### config.mk
export PLATFORM = sky130hd
export DESIGN_NAME = bcs_front
export DESIGN_NICKNAME = d
export VERILOG_FILES = /design/src/design/bcs_pkg.sv /design/src/design/bcs_front.sv
export SDC_FILE = /design/constraint.sdc
export NUM_CORES = 1
export LEC_CHECK = 0
export BUFFER_PORTS_ARGS = -buffer_cell sky130_fd_sc_hd__clkbuf_2
export CORE_MARGIN = 2
export CORE_UTILIZATION = 30
export CTS_CLUSTER_DIAMETER = 200
export CTS_CLUSTER_SIZE = 10
export DETAILED_ROUTE_END_ITERATION = 12
export MAX_ROUTING_LAYER = met4
export SETUP_SLACK_MARGIN = 0.2
export SKIP_LAST_GASP = 1
export SYNTH_ARGS = -nofsm -noshare
export SYNTH_HDL_FRONTEND = slang
export SYNTH_SLANG_ARGS = --single-unit
### constraint.sdc
create_clock -name i_clk -period 4 [get_ports i_clk]
set_clock_uncertainty 0.2 [all_clocks]
set_input_delay 0.4 -clock i_clk [delete_from_list [all_inputs] [get_ports i_clk]]
set_output_delay 0.4 -clock i_clk [all_outputs]
set_load 0.05 [all_outputs]
### src/design/bcs_pkg.sv
// shared constants and transfer types for the bhattacharyya coefficient stream
`timescale 1ns / 1ps
`default_nettype none
package bcs_pkg;

    localparam int VALUE_BITS     = 32;
    localparam int MAX_PAIRS_LOG2 = 16;
    localparam int ACC_BITS       = VALUE_BITS + MAX_PAIRS_LOG2;
    localparam int PROD_BITS      = 2 * VALUE_BITS;
    localparam int FRAC_BITS      = 16;
    localparam int SIM_BITS       = FRAC_BITS + 1;
    localparam int BIG_BITS       = 2 * ACC_BITS;
    localparam int CMP_BITS       = 2 * ACC_BITS + 2 * FRAC_BITS + 3;
    localparam int QUEUE_DEPTH    = 4;
    localparam int QUEUE_AW       = $clog2(QUEUE_DEPTH);

    typedef struct packed {
        logic [31:0] u_value;
        logic [31:0] v_value;
        logic        last_pair;
    } t_in_item;

    typedef struct packed {
        logic [16:0] similarity;
        logic        empty_vector;
    } t_out_item;

endpackage
`default_nettype wire

### src/design/bcs_front.sv
// input queue between the handshake front and the arithmetic back end
`timescale 1ns / 1ps
`default_nettype none
module bcs_front
    import bcs_pkg::*;
(
    input  wire logic     i_clk,
    input  wire logic     i_rst_n,
    input  wire logic     i_in_valid,
    output logic          o_in_ready,
    input  wire t_in_item i_in_data,
    output logic          o_item_valid,
    output t_in_item      o_item,
    input  wire logic     i_item_ready
);

    t_in_item                r_mem [QUEUE_DEPTH];
    logic [QUEUE_AW-1:0]     r_wr_ptr, r_rd_ptr;
    logic [QUEUE_AW:0]       r_count;
    logic                    push, pop;

    assign o_in_ready   = (r_count != QUEUE_AW'(0) + (QUEUE_AW+1)'(QUEUE_DEPTH)) ;
    assign o_item_valid = (r_count != '0);
    assign o_item       = r_mem[r_rd_ptr];
    assign push         = i_in_valid && o_in_ready;
    assign pop          = o_item_valid && i_item_ready;

    always_ff @(posedge i_clk) begin
        if (push) begin
            r_mem[r_wr_ptr] <= i_in_data;
        end
    end

    always_ff @(posedge i_clk) begin
        if (!i_rst_n) begin
            r_wr_ptr <= '0;
            r_rd_ptr <= '0;
            r_count  <= '0;
        end else begin
            if (push) begin
                r_wr_ptr <= r_wr_ptr + 1'b1;
            end
            if (pop) begin
                r_rd_ptr <= r_rd_ptr + 1'b1;
            end
            case ({push, pop})
                2'b10:   r_count <= r_count + 1'b1;
                2'b01:   r_count <= r_count - 1'b1;
                default: r_count <= r_count;
            endcase
        end
    end

endmodule
`default_nettype wire

==> insert_results.sql <==
INSERT INTO impl_metrics (metric_group, metric, value, unit) VALUES
('cts', 'root_buffer', 'clkbuf_16', ''),
('sta', 'post-route-period-util', '0.7543', ''),
('pwr', 'vdd_ir_drop_max', '0.3755', 'mV'),
('cells_and_area', 'diodes', '0', ''),
('sta', 'finalCriticalPeriod', '3.017', 'ns'),
('place', 'place_hpwl', '10490', 'µm'),
('cells_and_area', 'fillers', '3005', ''),
('grt', 'grt.busiest_layer', 'met2', ''),
('cells_and_area', 'final_design_area_no_fill', '0.01251', 'mm²'),
('detailed_routing', 'detail_route.first_pass.iterations', '4', ''),
('logic_synthesis', 'synth-main-ff-cell', 'edfxtp_1', ''),
('detailed_routing', 'num_vias', '4710', ''),
('sta', 'hold_viol', '0', ''),
('logic_synthesis', 'synth_most_common_cell', 'edfxtp_1', ''),
('pwr', 'leakagePower', '4.181', 'nW'),
('detailed_routing', 'post-route-drc-count', '0', ''),
('pwr', 'power.switching', '0.002924', 'W'),
('grt', 'first_global_vias', '5003', ''),
('pwr', 'share_clk_of_total_power', '0.277', ''),
('detailed_routing', 'wirelength', '18580', 'µm'),
('cts', 'clk-insertion-delay-late', '0.53', 'ns'),
('logic_synthesis', 'post_synth.cell_area_avg', '25.33', 'µm²'),
('die', 'floorplan.die_area', '0.03449', 'mm²'),
('sta', 'achievable-frequency', '0.3314', 'GHz'),
('cts', 'htree_num_levels', '1', ''),
('place', 'dpl_cell_area', '0.01102', 'mm²'),
('logic_synthesis', 'synth-edff-count', '260', ''),
('logic_synthesis', 'yosysWarningCount', '0', ''),
('detailed_routing', 'avgRoutedWirePerCell', '17.45', 'µm'),
('sta', 'final_setup_fails', '0', ''),
('pwr', 'power.switching_fraction', '0.3416', ''),
('cts', 'clk_transition_reported_paths', '0.05', 'ns'),
('worst_setup_path', 'worst_path_max_delay_cell', 'mux4_2', ''),
('cts', 'clock_sinks', '269', ''),
('place', 'place_worst_setup_slack', '1.337', 'ns'),
('die', 'die_height', '185.7', 'µm'),
('cells_and_area', 'area.growth.synth_to_final', '26.27', '%'),
('worst_setup_path', 'worstSetupStartpointType', 'flop', ''),
('grt', 'met3_usage', '0.02074', ''),
('logic_synthesis', 'ys_seq_elements', '269', ''),
('die', 'initial_core_util', '0.3045', ''),
('grt', 'antenna_violations_before_repair', '0', ''),
('grt', 'globalRouteTotalUtil', '0.1105', ''),
('min_path', 'worstHoldPathType', 'in -> reg', ''),
('cts', 'tritoncts.num_buffers', '30', ''),
('outcome', 'status', 'finished, final reports clean', ''),
('sta', 'setup-tns-final', '0', 'ns'),
('worst_setup_path', 'end_kind', 'output port', ''),
('sta', 'setup_ws', '0.9828', 'ns'),
('cts', 'clock_tree_from_tritoncts', 'yes', ''),
('place', 'placement.io_buffers', '135', ''),
('worst_setup_path', 'critical_path.max_fanout', '26', ''),
('detailed_routing', 'viasPerCell', '4.423', ''),
('worst_setup_path', 'worst_ep_required_time', '3.40', 'ns'),
('worst_setup_path', 'cp.arrival', '2.42', 'ns'),
('grt', 'global_route.overflow_total', '0', ''),
('logic_synthesis', 'synth.net_count', '466', ''),
('cts', 'cts-root-to-sink-buffers', '3', ''),
('worst_setup_path', 'max_stage_delay', '0.61', 'ns'),
('die', 'floorplan.die.width', '185.7', 'µm'),
('pwr', 'power_density', '684.5', 'mW/mm²'),
('sta', 'timing.max_slew.rel_slack', '0.2985', ''),
('cells_and_area', 'post_route_cells_drive_above_1_share', '0.3836', ''),
('sta', 'grt_setup_unrepaired', 'no', ''),
('logic_synthesis', 'post_synth_instance_area', '0.009906', 'mm²'),
('worst_setup_path', 'regToRegSetupSlack', '1.38', 'ns'),
('pwr', 'p_int', '0.005637', 'W'),
('grt', 'grt_first_pass_wirelength', '28210', 'µm'),
('flow_run', 'cap_viol_max_count', '0', ''),
('logic_synthesis', 'async_flop_share', '0', ''),
('detailed_routing', 'route.antenna.remaining_nets', '0', '');
==> routing by layer <==
| layer | up-vias | part of all wire |
|---|---|---|
| met5 | - | 0 |
| met4 | 0 | 0.022 |
| li1 | 2088 | - |
| met2 | 124 | 0.50 |
| met3 | 33 | 0.053 |
| met1 | 2465 | 0.42 |
==> layout make-up <==
type	count	area, µm²	area share
Clock buffer	44	824.5	0.06592
Timing Repair Buffer	203	1364	0.1090
Tap cell	442	553.0	0.04421
Sequential cell	269	7995	0.6392
Inverter	6	22.52	0.001801
Multi-Input combinational cell	101	1749	0.1398
==> power groups by stage <==
stage               registers, W  clock network (W)  logic (W)
floorplan                0.00352                  0    0.00221
global placement         0.00359                  0    0.00261
detailed placement       0.00362                  0    0.00265
CTS                      0.00356            0.00244    0.00270
global route             0.00358            0.00255    0.00279
finish                   0.00355            0.00237    0.00264
==> placed cells by master (no fill, tap or decap) <==
master         netlist  final
edfxtp_1           260    260
clkbuf_2             0    135
dlygate4sd3_1        0     66
mux4_2              65     65
clkbuf_16            0     31
clkbuf_1             2     13
dfxtp_1              9      7
inv_1                6      6
nand2_1              6      6
ha_1                 5      5
and2_4               0      4
xnor2_1              3      3
and2_1               7      3
or3_1                2      2
mux2i_1              2      2
nor2b_1              2      2
o21ai_0              2      2
dfxtp_4              0      2
o31a_1               1      1
nor2_1               1      1
a21boi_1             1      1
o311ai_1             1      1
xor2_1               1      1
a21boi_0             1      1
fa_1                 1      1
buf_4                1      1
buf_12               5      1
==> state kept, by name, indices dropped and copies added, names as in the netlist, named ones only <==
| name | cells |
|---|---|
| r_mem | 260 |
| r_count | 3 |
| r_rd_ptr | 2 |
| r_wr_ptr | 2 |
==> stage by stage <==
stage / std cells / power, W / utilization / hold WS [ns]
after floorplan: 391 / 0.005731 / - / 0.2677
after global placement: 955 / 0.006208 / 0.3388 / 0.2774
after detailed placement: 955 / 0.006262 / 0.3388 / 0.3109
after CTS: 1065 / 0.008705 / 0.3844 / 0.1203
after global routing: 1065 / 0.008924 / 0.3844 / 0.1394
final: 1065 / 0.008562 / 0.3844 / 0.1395
==> worst max-delay path: cells and delay by family, from the launching register on <==
family   cells  cell delay, ns
buf+inv      2            0.76
flops        1            0.48
mux          1            0.61
==> kinds of logic (layout without fill, tap and decap cells) <==
| group | after synthesis | after routing | synth area share |
|---|---|---|---|
| DFF | 269 | 269 | 0.8064 |
| muxes | 67 | 67 | 0.1498 |
| buffers and inverters | 21 | 253 | 0.01806 |
| and+or+nand+nor | 18 | 18 | 0.009598 |
| adders and majority gates | 6 | 6 | 0.008337 |
| AOI/OAI and AO/OA | 6 | 6 | 0.004295 |
| xor gates and xnor gates | 4 | 4 | 0.003537 |
==> worst min-delay path by stage <==
stage / startpoint / to / slack, ns / cells after the start
final: i_in_valid / r_wr_ptr[1] / 0.14 / 3
after global placement: r_wr_ptr[1] / r_wr_ptr[1] / 0.28 / 2
after CTS: i_in_valid / r_wr_ptr[1] / 0.12 / 3
after floorplan: r_wr_ptr[1] / r_wr_ptr[1] / 0.27 / 2
after detailed placement: r_wr_ptr[1] / r_wr_ptr[1] / 0.31 / 2
after global routing: i_in_valid / r_wr_ptr[1] / 0.14 / 3
==> what timing repair did <==
action | 4_1_cts | 5_1_grt
buffers inserted | 0 | 0
hold buffers | 66 | 0
endpoints found under the setup margin | 0 | 0
hold endpoints to repair | 264 | 0
(Power assumes the default switching activity.)
